**src/rtl/core/tile_slot_cache_allocator_assert.svh**
```systemverilog
// Assertion macros shared by the tile slot cache allocator RTL.
`ifndef TILE_SLOT_CACHE_ALLOCATOR_ASSERT_SVH
`define TILE_SLOT_CACHE_ALLOCATOR_ASSERT_SVH

`ifndef SYNTH
// A property that must hold at every rising edge outside reset.
`define TSCA_ASSERT(label, clk, rst_n, prop) \
	label: assert property (@(posedge clk) disable iff (!rst_n) prop) \
		else $error("tsca: assertion failed");
// A condition that must never be seen at a rising edge outside reset.
`define TSCA_NEVER(label, clk, rst_n, cond) \
	label: assert property (@(posedge clk) disable iff (!rst_n) !(cond)) \
		else $error("tsca: forbidden condition seen");
`else
`define TSCA_ASSERT(label, clk, rst_n, prop)
`define TSCA_NEVER(label, clk, rst_n, cond)
`endif

`endif

```
**src/rtl/core/tsca_pkg.sv**
```systemverilog
// Shared constants, types and helpers for the tile slot cache allocator.
package tsca_pkg;

	localparam int TILES_PER_SIDE = 8;
	localparam int SLOT_COUNT     = TILES_PER_SIDE * TILES_PER_SIDE;
	localparam int SLOT_W         = $clog2(SLOT_COUNT);
	localparam int COUNT_W        = SLOT_W + 1;
	localparam int POS_W          = 3;
	localparam int KEY_W          = 19;
	localparam int ACT_W          = 2;
	localparam int SRC_W          = 8;
	localparam int PAGE_W         = 8;
	localparam int TILE_W         = 11;

	// Multiplier that spreads pages apart in the key space.
	localparam logic [15:0] TILES_PER_PAGE_KEY = 16'd1255;

	// Action codes carried with each request.
	localparam logic [ACT_W-1:0] ACT_REQUEST = 2'd0;
	localparam logic [ACT_W-1:0] ACT_RELEASE = 2'd1;
	localparam logic [ACT_W-1:0] ACT_UPLOAD  = 2'd2;

	// One request as seen by the sequencer, key already formed.
	typedef struct packed {
		logic [ACT_W-1:0] action;
		logic [SRC_W-1:0] source_id;
		logic [KEY_W-1:0] key;
	} req_t;

	// One stored slot entry.
	typedef struct packed {
		logic [SRC_W-1:0] source;
		logic [KEY_W-1:0] key;
	} entry_t;

	// One result.
	typedef struct packed {
		logic              hit;
		logic [SLOT_W-1:0] slot;
		logic              fetch_needed;
		logic              flushed;
		logic [POS_W-1:0]  slot_column;
		logic [POS_W-1:0]  slot_row;
		logic              was_dirty;
	} res_t;

	// Column of a slot within the page.
	function automatic logic [POS_W-1:0] slot_col(input logic [SLOT_W-1:0] s);
		logic [SLOT_W-1:0] c;
		c = s % SLOT_W'(TILES_PER_SIDE);
		return POS_W'(c);
	endfunction

	// Row of a slot within the page.
	function automatic logic [POS_W-1:0] slot_rw(input logic [SLOT_W-1:0] s);
		logic [SLOT_W-1:0] r;
		r = s / SLOT_W'(TILES_PER_SIDE);
		return POS_W'(r);
	endfunction

endpackage

```
**src/rtl/core/tsca_slot_mem.sv**
```systemverilog
// Slot tag memory: one write port, one registered read port.
module tsca_slot_mem (
	input  logic                          clk,
	input  logic                          wr_en,
	input  logic [tsca_pkg::SLOT_W-1:0]   wr_addr,
	input  tsca_pkg::entry_t              wr_data,
	input  logic [tsca_pkg::SLOT_W-1:0]   rd_addr,
	output tsca_pkg::entry_t              rd_data
);
	import tsca_pkg::*;

	entry_t mem [SLOT_COUNT];

	// Write port.
	always_ff @(posedge clk) begin
		if (wr_en) begin
			mem[wr_addr] <= wr_data;
		end
	end

	// Registered read port.
	always_ff @(posedge clk) begin
		rd_data <= mem[rd_addr];
	end

endmodule

```
**src/rtl/core/tsca_seq.sv**
```systemverilog
// Lookup and allocation sequencer around one shared tag comparator.
`include "tile_slot_cache_allocator_assert.svh"

module tsca_seq (
	input  logic                          clk,
	input  logic                          arst_n,
	input  logic                          start,
	input  tsca_pkg::req_t                req,
	input  logic                          out_free,
	output logic                          idle,
	output logic                          done,
	output tsca_pkg::res_t                res,
	output logic                          wr_en,
	output logic [tsca_pkg::SLOT_W-1:0]   wr_addr,
	output tsca_pkg::entry_t              wr_data,
	output logic [tsca_pkg::SLOT_W-1:0]   rd_addr,
	input  tsca_pkg::entry_t              rd_data
);
	import tsca_pkg::*;

	typedef enum logic [2:0] {ST_IDLE, ST_LAST, ST_SCAN, ST_ALLOC, ST_DONE} state_t;

	state_t             state_q;
	logic [SRC_W-1:0]   src_q;
	logic [KEY_W-1:0]   key_q;
	logic [COUNT_W-1:0] count_q;
	logic [SLOT_W-1:0]  last_slot_q;
	logic               last_valid_q;
	logic               dirty_q;
	logic [COUNT_W-1:0] scan_idx_q;
	logic               cmp_valid_q;
	logic [SLOT_W-1:0]  cmp_idx_q;
	res_t               res_q;

	logic               match;
	logic               full;
	logic [SLOT_W-1:0]  alloc_idx;

	// Shared comparator on the entry just read.
	assign match = (rd_data.source == src_q) && (rd_data.key == key_q);

	// Allocation target; a full page restarts at slot 0.
	assign full      = (count_q >= COUNT_W'(SLOT_COUNT));
	assign alloc_idx = full ? '0 : count_q[SLOT_W-1:0];

	// Memory ports.
	assign rd_addr = (state_q == ST_IDLE) ? last_slot_q : scan_idx_q[SLOT_W-1:0];
	assign wr_en   = (state_q == ST_ALLOC);
	assign wr_addr = alloc_idx;
	assign wr_data = '{source: src_q, key: key_q};

	assign idle = (state_q == ST_IDLE);
	assign done = (state_q == ST_DONE);
	assign res  = res_q;

	// State machine with registered results.
	always_ff @(posedge clk or negedge arst_n) begin
		if (!arst_n) begin
			state_q      <= ST_IDLE;
			src_q        <= '0;
			key_q        <= '0;
			count_q      <= '0;
			last_slot_q  <= '0;
			last_valid_q <= 1'b0;
			dirty_q      <= 1'b0;
			scan_idx_q   <= '0;
			cmp_valid_q  <= 1'b0;
			cmp_idx_q    <= '0;
			res_q        <= '0;
		end else begin
			case (state_q)
				ST_IDLE: begin
					if (start) begin
						src_q <= req.source_id;
						key_q <= req.key;
						case (req.action)
							ACT_REQUEST: begin
								res_q   <= '0;
								state_q <= ST_LAST;
							end
							ACT_RELEASE: begin
								res_q        <= '0;
								count_q      <= '0;
								last_slot_q  <= '0;
								last_valid_q <= 1'b0;
								state_q      <= ST_DONE;
							end
							ACT_UPLOAD: begin
								res_q   <= '{was_dirty: dirty_q, default: '0};
								dirty_q <= 1'b0;
								state_q <= ST_DONE;
							end
							default: begin
								res_q   <= '0;
								state_q <= ST_DONE;
							end
						endcase
					end
				end
				ST_LAST: begin
					// The last-hit slot was read in the accept cycle.
					if (last_valid_q && match) begin
						res_q.hit         <= 1'b1;
						res_q.slot        <= last_slot_q;
						res_q.slot_column <= slot_col(last_slot_q);
						res_q.slot_row    <= slot_rw(last_slot_q);
						state_q           <= ST_DONE;
					end else begin
						scan_idx_q  <= '0;
						cmp_valid_q <= 1'b0;
						state_q     <= ST_SCAN;
					end
				end
				ST_SCAN: begin
					// One read issued and one compare done per cycle.
					if (cmp_valid_q && match) begin
						res_q.hit         <= 1'b1;
						res_q.slot        <= cmp_idx_q;
						res_q.slot_column <= slot_col(cmp_idx_q);
						res_q.slot_row    <= slot_rw(cmp_idx_q);
						last_slot_q       <= cmp_idx_q;
						last_valid_q      <= 1'b1;
						cmp_valid_q       <= 1'b0;
						state_q           <= ST_DONE;
					end else if (scan_idx_q < count_q) begin
						cmp_valid_q <= 1'b1;
						cmp_idx_q   <= scan_idx_q[SLOT_W-1:0];
						scan_idx_q  <= scan_idx_q + COUNT_W'(1);
					end else begin
						cmp_valid_q <= 1'b0;
						state_q     <= ST_ALLOC;
					end
				end
				ST_ALLOC: begin
					count_q            <= COUNT_W'(alloc_idx) + COUNT_W'(1);
					last_slot_q        <= alloc_idx;
					last_valid_q       <= 1'b1;
					dirty_q            <= 1'b1;
					res_q.fetch_needed <= 1'b1;
					res_q.flushed      <= full;
					res_q.slot         <= alloc_idx;
					res_q.slot_column  <= slot_col(alloc_idx);
					res_q.slot_row     <= slot_rw(alloc_idx);
					state_q            <= ST_DONE;
				end
				ST_DONE: begin
					if (out_free) begin
						state_q <= ST_IDLE;
					end
				end
				default: begin
					state_q <= ST_IDLE;
				end
			endcase
		end
	end

	// Checks on occupancy and allocation bookkeeping.
	`TSCA_ASSERT(a_count_bound, clk, arst_n, count_q <= COUNT_W'(SLOT_COUNT))
	`TSCA_ASSERT(a_last_in_range, clk, arst_n, last_valid_q |-> (COUNT_W'(last_slot_q) < count_q))
	`TSCA_ASSERT(a_alloc_count, clk, arst_n, wr_en |=> (count_q == COUNT_W'($past(wr_addr)) + COUNT_W'(1)))
	`TSCA_NEVER(a_hit_no_fetch, clk, arst_n, done && res_q.hit && res_q.fetch_needed)

endmodule

```
**src/rtl/core/tile_slot_cache_allocator.sv**
```systemverilog
// Tile slot cache allocator top level: stream ports, key forming and result register.
//
// Keeps a page of 64 tile slots. A tile request (action 0) forms the key
// tile + page * 1255, checks the last-hit slot and then the active slots in
// fill order, and returns the matching slot or allocates the next one,
// flushing a full page first. Release (action 1) empties the page; upload
// check (action 2) reports and clears the dirty flag. One request is worked
// on at a time and s_axis_tready is low meanwhile. The next request can be
// accepted at the same edge at which the result can first be taken. The
// scan is paced by the single read port of the slot tag memory, which
// feeds one comparator one entry per cycle. A finished result waits in the
// output register, so the next request can be accepted before it is taken.
module tile_slot_cache_allocator #(
	parameter logic [15:0] TILES_PER_PAGE_KEY = tsca_pkg::TILES_PER_PAGE_KEY
) (
	input  logic        clk,
	input  logic        arst_n,
	input  logic        s_axis_tvalid,
	output logic        s_axis_tready,
	input  logic [31:0] s_axis_tdata,  // source_id[7:0], page_number[15:8], tile_number[26:16], zeros
	input  logic [1:0]  s_axis_tuser,  // action[1:0]
	output logic        m_axis_tvalid,
	input  logic        m_axis_tready,
	output logic [15:0] m_axis_tdata   // hit, slot[6:1], fetch_needed, flushed,
	                                   // slot_column[11:9], slot_row[14:12], was_dirty
);
	import tsca_pkg::*;

	localparam int PROD_W = PAGE_W + $bits(TILES_PER_PAGE_KEY);

	logic              start;
	logic              out_free;
	logic              seq_idle;
	logic              seq_done;
	req_t              req;
	res_t              res;
	logic [PROD_W-1:0] key_full;
	logic              wr_en;
	logic [SLOT_W-1:0] wr_addr;
	entry_t            wr_data;
	logic [SLOT_W-1:0] rd_addr;
	entry_t            rd_data;
	logic              m_valid_q;
	logic [15:0]       m_data_q;

	// Request handshake.
	assign s_axis_tready = seq_idle;
	assign start         = s_axis_tvalid && seq_idle;

	// Key forming: one small multiply and add, kept to the key width.
	assign key_full = PROD_W'(s_axis_tdata[15:8]) * PROD_W'(TILES_PER_PAGE_KEY)
		+ PROD_W'(s_axis_tdata[26:16]);

	assign req.action    = s_axis_tuser;
	assign req.source_id = s_axis_tdata[7:0];
	assign req.key       = key_full[KEY_W-1:0];

	tsca_seq u_seq (
		.clk      (clk),
		.arst_n   (arst_n),
		.start    (start),
		.req      (req),
		.out_free (out_free),
		.idle     (seq_idle),
		.done     (seq_done),
		.res      (res),
		.wr_en    (wr_en),
		.wr_addr  (wr_addr),
		.wr_data  (wr_data),
		.rd_addr  (rd_addr),
		.rd_data  (rd_data)
	);

	tsca_slot_mem u_mem (
		.clk     (clk),
		.wr_en   (wr_en),
		.wr_addr (wr_addr),
		.wr_data (wr_data),
		.rd_addr (rd_addr),
		.rd_data (rd_data)
	);

	// Output register; free when empty or being taken this cycle.
	assign out_free = !m_valid_q || m_axis_tready;

	always_ff @(posedge clk or negedge arst_n) begin
		if (!arst_n) begin
			m_valid_q <= 1'b0;
			m_data_q  <= '0;
		end else if (seq_done && out_free) begin
			m_valid_q <= 1'b1;
			m_data_q  <= {res.was_dirty, res.slot_row, res.slot_column, res.flushed,
				res.fetch_needed, res.slot, res.hit};
		end else if (m_axis_tready) begin
			m_valid_q <= 1'b0;
		end
	end

	assign m_axis_tvalid = m_valid_q;
	assign m_axis_tdata  = m_data_q;

endmodule

```
**config.mk**
```make
export PLATFORM = sky130hd
export DESIGN_NAME = tile_slot_cache_allocator
export DESIGN_NICKNAME = d
export VERILOG_FILES = /design/src/rtl/core/tsca_pkg.sv /design/src/rtl/core/tsca_slot_mem.sv /design/src/rtl/core/tsca_seq.sv /design/src/rtl/core/tile_slot_cache_allocator.sv
export VERILOG_INCLUDE_DIRS = /design/src /design/src/rtl/core
export SDC_FILE = /design/constraint.sdc
export NUM_CORES = 2
export LEC_CHECK = 0
export BUFFER_PORTS_ARGS = -buffer_cell sky130_fd_sc_hd__buf_4
export CORE_ASPECT_RATIO = 1.4
export CORE_MARGIN = 2
export CORE_UTILIZATION = 45
export DETAILED_ROUTE_END_ITERATION = 8
export PLACE_DENSITY_LB_ADDON = 0.2
export SYNTH_ARGS = -nofsm -noshare
export SYNTH_HDL_FRONTEND = slang
export SYNTH_SLANG_ARGS = --single-unit
```
**constraint.sdc**
```tcl
create_clock -name clk -period 5.5 [get_ports clk]
set_input_delay 0.55 -clock clk [delete_from_list [all_inputs] [get_ports clk]]
set_output_delay 0.55 -clock clk [all_outputs]
set_load 0.01 [all_outputs]
```
==> impl_metrics.json <==
{
  "status": "finished, final reports clean",
  "start_util_pct": 45.28,
  "worst_ep_arrival_time_ns": 4.77,
  "cts_hold_buf": 9,
  "first_global_vias": 41670,
  "drive_above_1_share_pct": 17.28,
  "yosysWarnings": 0,
  "p_total_mw": 39.28,
  "setup_viol": 0,
  "ys_ff_latch": 1835,
  "post_cts_buffers": 0,
  "num_vias": 42661,
  "dr.pass1.iters": 6,
  "drt_wl_total_mm": 212.7,
  "antenna_found_initial": 4,
  "die_w_um": 345.5,
  "cts_root_buffer": "clkbuf_16",
  "grt_overflow": 0,
  "dp_cells": 6660,
  "slew_viol_final": 0,
  "synth_area_per_cell_um2": 16.14,
  "synth-seq-area-share_pct": 74.09,
  "power_density_nw_per_um2": 472.8,
  "io_buffers": 50,
  "ioPinCount": 56,
  "cp-end-kind": "register",
  "syn_area_um2": 73470,
  "area_delta_synth_final_pct": 13.06,
  "path_class": "register to register",
  "yosys.area_share.simple_pct": 7.946,
  "cts-htree-levels": 4,
  "synth_edf_count": 1728,
  "track_usage_pct": 25.31,
  "drtIter0Drc": 4645,
  "drc": 0,
  "die_area_um2": 166600,
  "final_cells": 6975,
  "placed_cell_area_um2": 77790,
  "die_y_um": 482.1,
  "power_switching_share_pct": 31.67,
  "synth.net_count": 4677,
  "cp.required_ns": 5.98,
  "wl_per_cell_um": 30.49,
  "hold_viol_final": 0,
  "cts_buffers": 166,
  "postLayoutCellArea_um2": 83070,
  "synth_xor_xnor_area_share_pct": 0.5007,
  "row_count": 175,
  "rsz0062_at_grt": "no",
  "hpwl_mm": 125.2,
  "clock_power_share_pct": 28.8,
  "crit_fanout": 17,
  "gp_congestion": 0.8313,
  "p_int_mw": 26.84,
  "startpoint_type": "register",
  "switchingPower_mw": 12.44,
  "worst_pin_slew_ns": 1.227,
  "p_leak_nw": 28.03,
  "peakVddDrop_mv": 0.3991,
  "cts_sinks": 1835,
  "via_per_inst": 6.116,
  "synth_top_family_by_area": "simple AND/OR/NAND/NOR gates",
  "relSlewSlack_pct": 17.55,
  "synth_compound_area_share_pct": 6.589,
  "cts.clk_slew.worst_paths_ns": 0.06,
  "fin_nets": 4838,
  "ys_types": 66,
  "pwr-share-comb_pct": 25.3,
  "synthMuxAreaShare_pct": 6.827,
  "drv_cap": 0,
  "grt_max_degree": 87,
  "ys_async_sr_fraction_pct": 4.360,
  "fmax_mhz": 232.7,
  "synthFlopType": "edfxtp_1",
  "fin_tns_setup_ns": 0,
  "fp.coreArea_um2": 162200,
  "postSynthCellCount": 4552,
  "fin_crit_sh_pct": 78.12,
  "p_seq_share_pct": 46.0,
  "clk_path_buf_depth": 3,
  "finalCriticalPeriod_ns": 4.297,
  "grt_pass1_wl_mm": 302.2,
  "post_cts_resize_count": 0,
  "hold_class": "input port to register",
  "cts_tree": "built",
  "final_antenna_net_count": 0,
  "fin_skew_ns": 0.02954,
  "hold_ws_ns": 0.06952,
  "insertion_delay_ns": 0.81,
  "synth_fa_ha_area_share_pct": 1.788
}
[critical path: stages, from the launching register on]
cell      delay, ns
dfrtp_1        0.70
nand2b_1       0.30
nor2_1         0.74
nand3_1        0.85
nor2_4         0.96
buf_4          0.38
[layout make-up]
cell class                      instances  area [µm²]
Multi-Input combinational cell       2338       17920
Tap cell                             2124        2658
Timing Repair Buffer                  286        2507
Clock buffer                          223        4556
Clock inverter                         82       635.6
Antenna cell                            1       2.502
Fill cell                           13202       79180
Inverter                               86       322.8
Sequential cell                      1835       54470
[worst paths after layout]
kind | slack (ns) | to | cells after the start | from
max | 1.20 | u_mem.mem[3][23]$_DFFE_PP_ | 5 | u_seq.state_q[1]$_DFFE_PN0P_
min | 0.07 | u_seq.res[0]$_DFFE_PN0P_ | 3 | s_axis_tuser[1]
max reg2reg | 1.20 | u_mem.mem[3][23]$_DFFE_PP_ | 5 | u_seq.state_q[1]$_DFFE_PN0P_
min reg2reg | 0.48 | u_seq.res[8]$_DFFE_PN0P_ | 2 | u_seq.res[8]$_DFFE_PN0P_
max in group asynchronous | 4.10 | u_seq.key_q[3]$_DFFE_PN0P_ | 3 | arst_n
min in group asynchronous | 0.14 | m_axis_tdata[11]$_DFFE_PN0P_ | 2 | arst_n
[metal layers]
layer / vias to the layer above / wire length, µm / global-route usage [%]
met3: 353 / 14140 / 3.403
li1: 18160 / - / -
met2: 1778 / 109400 / 44.71
met5: - / 0 / 0
met1: 22370 / 81560 / 32.06
met4: 0 / 7557 / 9.049
[synth_stat cells, types with 3 or more instances]
cell type | count | share of area (%)
a2111oi_0 | 30 | 0.36
a211o_1 | 26 | 0.31
a211oi_1 | 138 | 1.4
a21o_1 | 6 | 0.061
a21oi_1 | 101 | 0.69
a221oi_1 | 27 | 0.32
a22o_1 | 3 | 0.036
a22oi_1 | 32 | 0.33
a311oi_1 | 108 | 1.3
a31oi_1 | 27 | 0.23
a32o_1 | 7 | 0.095
a32oi_1 | 53 | 0.63
and2_1 | 3 | 0.026
and3_1 | 192 | 1.6
buf_1 | 21 | 0.11
buf_2 | 57 | 0.39
buf_4 | 17 | 0.17
buf_6 | 14 | 0.21
clkbuf_1 | 184 | 0.94
dfrtp_1 | 80 | 2.7
dfxtp_1 | 27 | 0.74
edfxtp_1 | 1728 | 71
fa_1 | 30 | 0.82
ha_1 | 57 | 0.97
inv_1 | 86 | 0.44
mux2_2 | 39 | 0.60
mux2i_1 | 86 | 1.2
mux4_2 | 165 | 5.1
nand2_1 | 695 | 3.6
nand2b_1 | 10 | 0.085
nand3_1 | 129 | 0.88
nand4_1 | 38 | 0.32
nor2_1 | 115 | 0.59
nor2b_1 | 31 | 0.26
nor3_1 | 12 | 0.082
nor3b_1 | 3 | 0.031
nor4_1 | 28 | 0.24
o21a_1 | 4 | 0.041
o21ai_0 | 24 | 0.16
o31ai_1 | 7 | 0.072
o41ai_1 | 26 | 0.31
or2_2 | 6 | 0.051
or3_1 | 8 | 0.068
xnor2_1 | 33 | 0.39
xor2_1 | 9 | 0.11
[state kept, by name (all words and copies together) (netlist names)]
| signal | count |
|---|---|
| m_axis_tdata | 10 |
| u_seq.cmp_idx_q | 6 |
| u_seq.cmp_valid_q | 1 |
| u_seq.dirty_q | 1 |
| u_seq.res | 10 |
| u_seq.src_q | 8 |
| u_seq.scan_idx_q | 7 |
| u_mem.mem | 1728 |
| u_seq.last_slot_q | 6 |
| u_seq.last_valid_q | 1 |
| u_mem.rd_data | 27 |
| u_seq.key_q | 19 |
| m_axis_tvalid | 1 |
| u_seq.state_q | 3 |
| u_seq.count_q | 7 |
[per-stage QoR]
step | utilization [%] | setup WS [ns]
floorplan | - | 1.035
global placement | 47.94 | 0.5488
detailed placement | 47.94 | 0.5325
CTS | 51.20 | 1.195
global route | 51.20 | 1.034
finish | 51.20 | 1.203
[cell usage in the layout, fill, tap and decap left out, types with 53 or more instances in the layout]
cell type / count
edfxtp_1: 1728
nand2_1: 692
buf_4: 250
and3_1: 192
clkbuf_16: 172
mux4_2: 165
a211oi_1: 138
nand3_1: 129
a311oi_1: 108
a21oi_1: 100
inv_1: 86
mux2i_1: 86
ha_1: 57
nor2_4: 53
a32oi_1: 53
dfrtp_1: 53
[power by group through the flow]
stage / Combinational, mW / Clock, mW / Sequential, mW
after CTS: 9.96 / 11.4 / 18.0
after global routing: 10.6 / 11.9 / 18.1
after detailed placement: 9.93 / 0 / 18.3
after global placement: 9.79 / 0 / 18.3
final: 9.92 / 11.3 / 18.1
after floorplan: 5.26 / 0 / 18.9
[cell families after synthesis]
family,count (synthesis)
AO/OA/AOI/OAI,639
XOR/XNOR,42
adder cells (fa/ha/maj),87
buffers and inverters,379
flip-flops,1835
multiplexers,290
AND/OR/NAND/NOR,1280
Power figures use the tool's default switching activity.
